===== src/hdl/fpps_pkg.sv =====
`default_nettype none

package fpps_pkg;

	// Fraction bits of the Q-scaled gains.
	localparam int FRAC_BITS = 14;

	localparam int DATA_W = 32;
	localparam int DRIVE_W = 16;

	// Six 32-bit registers at byte addresses 0x00 to 0x14.
	localparam int REG_IDX_W = 3;
	localparam int ADDR_W = REG_IDX_W + 2;

	typedef enum logic [REG_IDX_W-1:0] {
		REG_KP     = 3'd0,
		REG_KI     = 3'd1,
		REG_KD     = 3'd2,
		REG_TARGET = 3'd3,
		REG_FLOOR  = 3'd4,
		REG_CEIL   = 3'd5
	} reg_idx_t;

	localparam logic signed [DATA_W-1:0] KP_RST     = 32'sd500;
	localparam logic signed [DATA_W-1:0] KI_RST     = 32'sd200;
	localparam logic signed [DATA_W-1:0] KD_RST     = 32'sd200;
	localparam logic signed [DATA_W-1:0] TARGET_RST = 32'sd3000;
	localparam logic [DRIVE_W-1:0]       FLOOR_RST  = 16'h0000;
	localparam logic [DRIVE_W-1:0]       CEIL_RST   = 16'h1000;

	typedef struct packed {
		logic signed [DATA_W-1:0] kp;
		logic signed [DATA_W-1:0] ki;
		logic signed [DATA_W-1:0] kd;
		logic signed [DATA_W-1:0] target;
		logic [DRIVE_W-1:0]       floor_val;
		logic [DRIVE_W-1:0]       ceil_val;
	} cfg_t;

	// Terms that depend only on the sample, handed to the feedback stage.
	typedef struct packed {
		logic signed [DATA_W-1:0] p_term;
		logic signed [DATA_W-1:0] i_inc;
	} prod_t;

endpackage

`default_nettype wire


===== src/hdl/fpps_regs.sv =====
`default_nettype none

module fpps_regs (
	input  wire logic                       clk,
	input  wire logic                       arst_n,
	input  wire logic                       psel,
	input  wire logic                       penable,
	input  wire logic                       pwrite,
	input  wire logic [fpps_pkg::ADDR_W-1:0] paddr,
	input  wire logic [31:0]                pwdata,
	output logic      [31:0]                prdata,
	output logic                            pready,
	output fpps_pkg::cfg_t                  cfg
);
	import fpps_pkg::*;

	reg_idx_t idx;
	logic     wr_en;
	cfg_t     cfg_q;

	assign idx    = reg_idx_t'(paddr[ADDR_W-1:2]);
	assign wr_en  = psel && penable && pwrite;
	assign pready = 1'b1;
	assign cfg    = cfg_q;

	always_ff @(posedge clk or negedge arst_n) begin
		if (!arst_n) begin
			cfg_q.kp        <= KP_RST;
			cfg_q.ki        <= KI_RST;
			cfg_q.kd        <= KD_RST;
			cfg_q.target    <= TARGET_RST;
			cfg_q.floor_val <= FLOOR_RST;
			cfg_q.ceil_val  <= CEIL_RST;
		end else if (wr_en) begin
			unique case (idx)
				REG_KP:     cfg_q.kp        <= pwdata;
				REG_KI:     cfg_q.ki        <= pwdata;
				REG_KD:     cfg_q.kd        <= pwdata;
				REG_TARGET: cfg_q.target    <= pwdata;
				REG_FLOOR:  cfg_q.floor_val <= pwdata[DRIVE_W-1:0];
				REG_CEIL:   cfg_q.ceil_val  <= pwdata[DRIVE_W-1:0];
				default: ;
			endcase
		end
	end

	always_comb begin
		unique case (idx)
			REG_KP:     prdata = cfg_q.kp;
			REG_KI:     prdata = cfg_q.ki;
			REG_KD:     prdata = cfg_q.kd;
			REG_TARGET: prdata = cfg_q.target;
			REG_FLOOR:  prdata = {{(32-DRIVE_W){1'b0}}, cfg_q.floor_val};
			REG_CEIL:   prdata = {{(32-DRIVE_W){1'b0}}, cfg_q.ceil_val};
			default:    prdata = '0;
		endcase
	end

endmodule

`default_nettype wire


===== src/hdl/fpps_front.sv =====
`default_nettype none

module fpps_front (
	input  wire logic                        clk,
	input  wire logic                        arst_n,
	input  wire fpps_pkg::cfg_t              cfg,
	input  wire logic                        sample_valid,
	output logic                             sample_ready,
	input  wire logic signed [fpps_pkg::DATA_W-1:0] measured,
	output logic                             prod_valid,
	input  wire logic                        prod_ready,
	output fpps_pkg::prod_t                  prod
);
	import fpps_pkg::*;

	logic                     v_s1;
	logic signed [DATA_W-1:0] err_s1;
	logic                     v_s2;
	prod_t                    prod_s2;

	logic                     en_s1;
	logic                     en_s2;
	logic                     adv_s2;
	logic signed [DATA_W-1:0] ki_err;
	prod_t                    prod_next;

	// A stage loads when it is empty or its content moves on this cycle.
	assign en_s2        = !v_s2 || prod_ready;
	assign adv_s2       = v_s1 && en_s2;
	assign en_s1        = !v_s1 || adv_s2;
	assign sample_ready = en_s1;

	// Products wrap to 32 bits; the integral increment is shifted arithmetically.
	assign ki_err           = cfg.ki * err_s1;
	assign prod_next.p_term = cfg.kp * err_s1;
	assign prod_next.i_inc  = ki_err >>> FRAC_BITS;

	always_ff @(posedge clk or negedge arst_n) begin
		if (!arst_n) begin
			v_s1 <= 1'b0;
			v_s2 <= 1'b0;
		end else begin
			if (en_s1) begin
				v_s1 <= sample_valid;
			end
			if (en_s2) begin
				v_s2 <= v_s1;
			end
		end
	end

	always_ff @(posedge clk) begin
		if (en_s1 && sample_valid) begin
			err_s1 <= measured - cfg.target;
		end
		if (adv_s2) begin
			prod_s2 <= prod_next;
		end
	end

	assign prod_valid = v_s2;
	assign prod       = prod_s2;

endmodule

`default_nettype wire


===== src/hdl/fpps_core.sv =====
`default_nettype none

module fpps_core (
	input  wire logic                         clk,
	input  wire logic                         arst_n,
	input  wire fpps_pkg::cfg_t               cfg,
	input  wire logic                         prod_valid,
	output logic                              prod_ready,
	input  wire fpps_pkg::prod_t              prod,
	output logic                              drive_valid,
	input  wire logic                         drive_ready,
	output logic [fpps_pkg::DRIVE_W-1:0]      drive
);
	import fpps_pkg::*;

	logic                     drive_valid_q;
	logic signed [DATA_W-1:0] integral_q;
	logic [DRIVE_W-1:0]       drive_now_q;
	logic [DRIVE_W-1:0]       drive_before_q;

	logic                            step;
	logic signed [DATA_W-1:0]        integral_next;
	logic signed [DRIVE_W:0]         diff;
	logic signed [DATA_W+DRIVE_W:0]  d_full;
	logic signed [DATA_W-1:0]        sum;
	logic signed [DATA_W-1:0]        val;
	logic signed [DATA_W:0]          val_x;
	logic signed [DATA_W:0]          floor_x;
	logic signed [DATA_W:0]          ceil_x;
	logic signed [DATA_W:0]          clamp_lo;
	logic signed [DATA_W:0]          clamp_hi;
	logic [DRIVE_W-1:0]              drive_next;

	// The drive register doubles as the output register.
	assign prod_ready = !drive_valid_q || drive_ready;
	assign step       = prod_valid && prod_ready;

	assign integral_next = integral_q + prod.i_inc;
	assign diff          = $signed({1'b0, drive_now_q}) - $signed({1'b0, drive_before_q});
	assign d_full        = cfg.kd * diff;
	assign sum           = prod.p_term + integral_next + d_full[DATA_W-1:0];
	assign val           = sum >>> FRAC_BITS;

	// Signed compare of the shifted sum against the unsigned limits.
	assign val_x    = {val[DATA_W-1], val};
	assign floor_x  = $signed({{(DATA_W+1-DRIVE_W){1'b0}}, cfg.floor_val});
	assign ceil_x   = $signed({{(DATA_W+1-DRIVE_W){1'b0}}, cfg.ceil_val});
	assign clamp_lo = (val_x < floor_x) ? floor_x : val_x;
	assign clamp_hi = (ceil_x < clamp_lo) ? ceil_x : clamp_lo;

	assign drive_next = cfg.ceil_val - clamp_hi[DRIVE_W-1:0];

	always_ff @(posedge clk or negedge arst_n) begin
		if (!arst_n) begin
			drive_valid_q  <= 1'b0;
			integral_q     <= '0;
			drive_now_q    <= '0;
			drive_before_q <= '0;
		end else begin
			if (prod_ready) begin
				drive_valid_q <= prod_valid;
			end
			if (step) begin
				integral_q     <= integral_next;
				drive_before_q <= drive_now_q;
				drive_now_q    <= drive_next;
			end
		end
	end

	assign drive_valid = drive_valid_q;
	assign drive       = drive_now_q;

endmodule

`default_nettype wire


===== src/hdl/fixed_point_pid_step_top.sv =====
// Fixed-point PID step: one measured speed sample in, one drive value out.
// The sample channel (sample_valid, sample_ready, measured) takes one beat per
// sample; the drive channel (drive_valid, drive_ready, drive) returns one beat
// per sample, in order. Gains, setpoint, floor and ceiling sit behind an
// APB-style port at byte addresses 0x00 to 0x14; the user must write them
// only while idle, which the block does not enforce. A sample passes through
// the error register, product register and drive register. Throughput: one
// beat per cycle while drive_ready stays high. The figure is set by the
// feedback stage, where the derivative multiply of the last two drive values,
// the integral add, the final sum and the clamp all close in the same cycle.
// Reset clears the integral, both drive history values and all pipeline
// valid flags, and loads the configuration reset values.
// When the receiver stalls, the finished drive beat holds in the output
// register, and the two stages in front keep filling until they are full,
// after which sample_ready drops.
`default_nettype none

module fixed_point_pid_step_top (
	input  wire logic                              clk,
	input  wire logic                              arst_n,
	input  wire logic                              psel,
	input  wire logic                              penable,
	input  wire logic                              pwrite,
	input  wire logic [fpps_pkg::ADDR_W-1:0]       paddr,
	input  wire logic [31:0]                       pwdata,
	output logic      [31:0]                       prdata,
	output logic                                   pready,
	input  wire logic                              sample_valid,
	output logic                                   sample_ready,
	input  wire logic signed [fpps_pkg::DATA_W-1:0] measured,
	output logic                                   drive_valid,
	input  wire logic                              drive_ready,
	output logic [fpps_pkg::DRIVE_W-1:0]           drive
);
	import fpps_pkg::*;

	cfg_t  cfg;
	prod_t prod;
	logic  prod_valid;
	logic  prod_ready;

	// Configuration registers and their read mux.
	fpps_regs u_regs (
		.clk     (clk),
		.arst_n  (arst_n),
		.psel    (psel),
		.penable (penable),
		.pwrite  (pwrite),
		.paddr   (paddr),
		.pwdata  (pwdata),
		.prdata  (prdata),
		.pready  (pready),
		.cfg     (cfg)
	);

	// Error and the two sample-only products (P term, integral increment).
	fpps_front u_front (
		.clk          (clk),
		.arst_n       (arst_n),
		.cfg          (cfg),
		.sample_valid (sample_valid),
		.sample_ready (sample_ready),
		.measured     (measured),
		.prod_valid   (prod_valid),
		.prod_ready   (prod_ready),
		.prod         (prod)
	);

	// Feedback stage: integral, derivative on drive history, clamp, inversion.
	fpps_core u_core (
		.clk         (clk),
		.arst_n      (arst_n),
		.cfg         (cfg),
		.prod_valid  (prod_valid),
		.prod_ready  (prod_ready),
		.prod        (prod),
		.drive_valid (drive_valid),
		.drive_ready (drive_ready),
		.drive       (drive)
	);

`ifndef SYNTH
	// A beat that enters the feedback stage shows up as a drive beat next cycle.
	a_step_gives_drive: assert property (@(posedge clk) disable iff (!arst_n)
		(prod_valid && prod_ready) |=> drive_valid)
		else $error("feedback stage step produced no drive beat");

	// An empty output register never blocks the feedback stage.
	a_core_not_blocked: assert property (@(posedge clk) disable iff (!arst_n)
		!drive_valid |-> prod_ready)
		else $error("feedback stage stalled with empty output register");

	// With the product stage empty the block must take a sample.
	a_front_open: assert property (@(posedge clk) disable iff (!arst_n)
		!prod_valid |-> sample_ready)
		else $error("sample_ready low with empty product stage");

	// A taken drive beat with nothing behind it leaves the output empty.
	a_no_repeat: assert property (@(posedge clk) disable iff (!arst_n)
		(drive_valid && drive_ready && !prod_valid) |=> !drive_valid)
		else $error("drive beat repeated");
`endif

endmodule

`default_nettype wire

===== config.mk =====
export PLATFORM = sky130hd
export DESIGN_NAME = fixed_point_pid_step_top
export DESIGN_NICKNAME = d
export VERILOG_FILES = /design/src/hdl/fpps_pkg.sv /design/src/hdl/fpps_regs.sv /design/src/hdl/fpps_front.sv /design/src/hdl/fpps_core.sv /design/src/hdl/fixed_point_pid_step_top.sv
export SDC_FILE = /design/constraint.sdc
export NUM_CORES = 2
export LEC_CHECK = 0
export ABC_AREA = 1
export BUFFER_PORTS_ARGS = -buffer_cell sky130_fd_sc_hd__buf_2
export CAP_MARGIN = 10
export CELL_PAD_IN_SITES_DETAIL_PLACEMENT = 1
export CELL_PAD_IN_SITES_GLOBAL_PLACEMENT = 1
export CORE_MARGIN = 5
export CORE_UTILIZATION = 45
export DETAILED_ROUTE_END_ITERATION = 12
export GPL_TIMING_DRIVEN = 0
export PLACE_DENSITY_LB_ADDON = 0.25
export REMOVE_ABC_BUFFERS = 1
export SLEW_MARGIN = 20
export SYNTH_ARGS = -nofsm -noshare
export SYNTH_HDL_FRONTEND = slang
export SYNTH_SLANG_ARGS = --single-unit

===== constraint.sdc =====
create_clock -name clk -period 15.6 [get_ports clk]
set_input_delay 3.12 -clock clk [delete_from_list [all_inputs] [get_ports clk]]
set_output_delay 3.12 -clock clk [all_outputs]
set_load 0.05 [all_outputs]

* Word-level counts from Yosys, hierarchy flattened
Index checks and enable logic that the tools add are counted.
** Operators by class
- Add/sub/neg operators :: 6
- Multipliers :: 3
- Divide/modulo/power cells :: 0
- Magnitude comparators :: 2
- Equal/unequal tests :: 5
- Shift-type cells :: 0
- Muxes and demuxes :: 3
- Bitwise logic cells :: 0
- Reductions and logical operators :: 18
** Operators with widths (number)
- $pmux 32 s6 :: 1
- $add 32x32->32 :: 2
- $mul 32x32->32 :: 2
- $lt 17x33->1 :: 1
- $mux 33 :: 1
- $add 32x18->32 :: 1
- $mul 32x17->32 :: 1
- $sub 32x32->32 :: 1
- $lt 18x17->1 :: 1
- $sub 16x16->17 :: 1
- $mux 16 :: 1
- $sub 16x16->16 :: 1
- $reduce_and 2->1 :: 6
- $eq 3x2->1 const B :: 2
- $eq 3x3->1 const B :: 2
- $logic_and 1x1->1 :: 5
- $eq 3x1->1 const B :: 1
- $logic_not 1->1 :: 3
- $logic_not 3->1 :: 1
- $logic_or 1x1->1 :: 3
** Word-level totals
- Register bits after elaboration :: 309
- Latch bits :: 0
- RAM bits :: 0
- Memory bits (read-only) :: 0
- Bits of input ports :: 76
- Output and inout port bits :: 51
- Word-level logic and storage cells :: 52
- Memories kept :: 0

* Logic depth before layout (Yosys ltp)
- Word-level depth :: 8
- Gate-level depth with buffers :: 84
- Gate-level depth less buffers :: 81

* By module
Synthesis repeated with hierarchy kept, for this count alone.
** Unflattened totals
- Cell total of the unflattened synthesis :: 8711
- Area total of the unflattened synthesis :: 67133.1 µm²
** Modules (own cells, without submodules)
- fpps_front :: times used 1, cells an instance 5120, area each 39029.9 µm², sequential area each 2512.4 µm²
- fpps_core :: times used 1, cells an instance 2639, area each 20238.2 µm², sequential area each 1626.6 µm²
- fpps_regs :: times used 1, cells an instance 952, area each 7865.0 µm², sequential area each 4028.9 µm²

* Least setup slack after synthesis
OpenSTA, ideal clock, no wires.
- Path type :: register to register
- Start :: register u_core.drive_now_q[0] (netlist: u_core.drive[0])
- End :: register u_core.drive_now_q[12] (netlist: u_core.drive[12])
- Setup time :: 134 ps
- Data arrival time :: 12226 ps
- Data required time :: 15466 ps
- Slack :: 3240 ps
- Stages on the path, launching flop included :: 81
- Path buffers :: 4
- Clock period less this slack :: 12360 ps
- Cells stage by stage :: dfrtp_1 > inv_1 > ha_1 > fa_1 > inv_1 > nand3_1 > nand2_1 > nand2_1 > nand2_2 > a21oi_2 > inv_2 > nand2_1 > nand2_1 > nand2_1 > nand2_1 > clkbuf_1 > clkinv_1 > nand2_1 > [... 45 more ...] > o21ai_0 > ha_1 > inv_1 > fa_1 > nand3_1 > nand2_1 > nand2_1 > nand2_1 > a21oi_1 > nor2_1 > o21ai_0 > nand2_1 > nand2_1 > nand2_1 > a21oi_1 > o21ai_0 > xnor2_1 > o21ai_0
** On the way
- Longest elaborated chain between the ends :: 8
** Ends and longest elaborated chain
- start: declaration :: line fpps_core.sv:18 : logic [DRIVE_W-1:0] drive_now_q;
- start signal: assignment :: line fpps_core.sv:66 : drive_now_q <= drive_next;
- $sub 16x16->17 * :: line fpps_core.sv:39 : assign diff = $signed({1'b0, drive_now_q}) - $signed({1'b0, drive_before_q});
- $mul 32x17->32 * :: line fpps_core.sv:40 : assign d_full = cfg.kd * diff;
- $add 32x32->32 * :: line fpps_core.sv:41 : assign sum = prod.p_term + integral_next + d_full[DATA_W-1:0];
- $lt 18x17->1 :: line fpps_core.sv:48 : assign clamp_lo = (val_x < floor_x) ? floor_x : val_x;
- $mux 33 * :: line fpps_core.sv:48
- $lt 17x33->1 :: line fpps_core.sv:49 : assign clamp_hi = (ceil_x < clamp_lo) ? ceil_x : clamp_lo;
- $mux 16 * :: line fpps_core.sv:49
- $sub 16x16->16 * :: line fpps_core.sv:51 : assign drive_next = cfg.ceil_val - clamp_hi[DRIVE_W-1:0];
Mark *: on every way between the ends. The rest lies on a longest branch, timed or not.
A chain may end at the register's enable or synchronous reset.

* Final worst setup path
- Start :: register u_core.drive_now_q[2] (netlist: u_core.drive[2])
- End :: register u_core.drive_now_q[12] (netlist: u_core.drive[12])
Same word-level chain as after synthesis.

==> summary.txt <==
Maxcap violations: 0
Final setup TNS: 0 ns
Initial Util: 45.2%
Maximum clock path buffer count: 3
Height of the die: 386 um
Largest net degree at the start of global routing: 82
Slew Viols, Final: 0
Synth Instances: 7934
Final Cell Area: 68800 um^2
Worst Reg-to-Reg Cells: 70
Pre-antenna DRT Iters: 7
Netlist cell types: 60
Unrepaired setup endpoints after global routing: false
Die Area: 149000 um^2
Vias in the first global route: 58303
Endpoints failing setup: 0
Gpl congestion: 0.908
Vias per Instance: 5.33
Clock Skews: 0.0339 ns
Status: finished, final reports clean
Post-Syn Area: 63700 um^2
Seq/Total Area, Yosys: 12.8%
Post-synth EDFFs: 82
Yosys top cell by area: fa_1
Ratio of cells with drive above 1 in the final layout: 5.39%
FFs w/ async S/R, synth: 73.5%
Placed Cells: 9699
Worst reg-to-reg setup slack: 1.06 ns
Gr usage total: 31.3%
Cts hold-fix bufs: 0
PortBufs: 123
Die width: 386 um
WS Path Type: flip-flop to flip-flop
Hold Vio Cnt, Final: 0
CP required: 16.09 ns
Area of the core: 141000 um^2
Synth top area cells: fa_1 (38%), inv_1 (13%), nand2_1 (12%)
Worst-Skew Late Latency: 0.65 ns
Clock Root Buffer: clkbuf_16
FP Rows: 138
CTS tree: done
CTS HTree Levels: 2
Drt drc: 0
Worst Hold Depth: 2
Synth warn: 0
Top-count cell post-synth: inv_1
First-pass GRT wire length: 351000 um
Avg Cell Area, Syn: 8.03 um^2
Clock sink count: 309
Final ANT Viol Nets: 0
Post-synth top cells: inv_1 (2136), nand2_1 (2024), fa_1 (1197)
Reg clk slew, reported paths: 0.06 ns
Initial drt markers: 3240
Final wirelength: 229000 um
I/O pins: 127
Non-filler cells, final: 9796
CTS Buf Count: 41
Hpwl dp: 190000 um
Fill count: 17160
NumNets Final: 9657
Minimum clock period: 14.54 ns
Crit path DAT: 15.03 ns
Main flop type after synthesis: dfrtp_1
Fmax: 68.8 MHz
Drt wl/cell: 23.4 um
Dpl cell area: 67100 um^2
Via count: 52209
CP Max Fanout: 32
Area Growth Syn to Fin: 7.97%
Synth top area share: 37.6%
CP max-delay cell: fa_1
Max incr delay on CP: 0.54 ns
Yosys reg bits: 309
Worst slew pin tran: 1.22 ns
Worst Setup Start Kind: flip-flop
Slew HR: 19.0%
GRT overflow: 0
Initial antenna violation count: 10
HP Class: flip-flop to flip-flop
Fin crit share: 93.2%
CP Capture Type: flip-flop
Worst path most repeated cell: nand2_1
registers in the layout (all words and copies together), names as in the netlist:
register,count
u_core.drive,16
u_core.drive_before_q,16
u_core.drive_valid,1
u_core.integral_q,32
u_front.err_s1,32
u_front.prod,50
u_front.prod_valid,1
u_front.v_s1,1
u_regs.cfg,160
cells by family after synthesis:
group                      after synthesis  synth area share [%]
other                                    1               0.00589
xor gates and xnor gates               258                  3.57
AOI/OAI and AO/OA                      656                  5.77
DFF                                    309                  12.8
adders and majority gates             1712                  47.7
buffers and inverters                 2496                  14.8
and+or+nand+nor                       2502                  15.3
through the flow:
step / setup slack (ns) / utilization [%] / hold slack [ns]
after floorplan: 2.58 / - / 0.448
after global placement: -0.594 / 46.3 / 0.452
after detailed placement: -0.983 / 47.6 / 0.474
after CTS: 0.184 / 48.6 / 0.489
after global routing: 0.0378 / 48.7 / 0.508
final: 1.06 / 48.8 / 0.490
worst paths after layout:
kind                                 startpoint                         to
max in group asynchronous                arst_n             u_regs.cfg[94]
min in group asynchronous                arst_n  u_core.drive_before_q[15]
worst max register to register  u_core.drive[2]           u_core.drive[12]
worst min-delay path             u_regs.cfg[25]             u_regs.cfg[25]
worst min register to register   u_regs.cfg[25]             u_regs.cfg[25]
worst max-delay path            u_core.drive[2]           u_core.drive[12]
cell usage in the layout, fill, tap and decap left out, drive strengths merged, types with 7 or more instances in the layout:
| master | instances |
|---|---|
| a221oi | 7 |
| a21o | 13 |
| or2 | 7 |
| inv | 2142 |
| dfrtp | 207 |
| xor2 | 152 |
| a21boi | 9 |
| a22oi | 32 |
| nand2 | 2039 |
| clkinv | 14 |
| xnor2 | 107 |
| o21ai | 311 |
| o21bai | 16 |
| clkinvlp | 12 |
| nor2 | 275 |
| nand3b | 8 |
| o22ai | 15 |
| nand3 | 124 |
| a21oi | 200 |
| a31oi | 22 |
| buf | 235 |
| fa | 1197 |
| clkbuf | 57 |
| ha | 515 |
| edfxtp | 82 |
| nand4 | 18 |
| nor3 | 23 |
| dfstp | 20 |
worst max-delay path: cells and delay by family (launching register included):
kind	cells	cell delay, ns
XOR/XNOR	2	0.54
AND/OR/NAND/NOR	30	3.70
flip-flops	1	0.48
buffers and inverters	8	0.92
AO/OA/AOI/OAI	16	3.35
adder cells (fa/ha/maj)	14	5.38
layout make-up:
class | count | area, um^2 | area share [%]
antenna | 4 | 10.0 | 0.0146
clock buffer | 57 | 1180 | 1.71
clock inverter | 19 | 250 | 0.364
inverter | 2148 | 8100 | 11.8
multi-input combinational | 5130 | 46300 | 67.3
sequential | 309 | 8190 | 11.9
tap | 1890 | 2360 | 3.44
timing repair buffer | 235 | 2380 | 3.46
timing repair inverter | 4 | 20.0 | 0.0291
layer usage:
layer | track usage, % | up-vias | routed length, um
li1 | - | 22902 | -
met1 | 40.5 | 27113 | 92800
met2 | 51.7 | 1718 | 106000
met3 | 5.21 | 476 | 16600
met4 | 14.7 | 0 | 13400
met5 | 0 | - | 0
timing repair:
item / CTS / global route
resized for setup: 10 / 16
endpoints found under the setup margin: 11 / 10
buffers inserted: 0 / 11
pin swaps: 0 / 2
gates cloned: 3 / 2
Power is left out: the tool's default activity adds up to more than one toggle a clock period on the data nets, which glitch-free logic cannot reach.
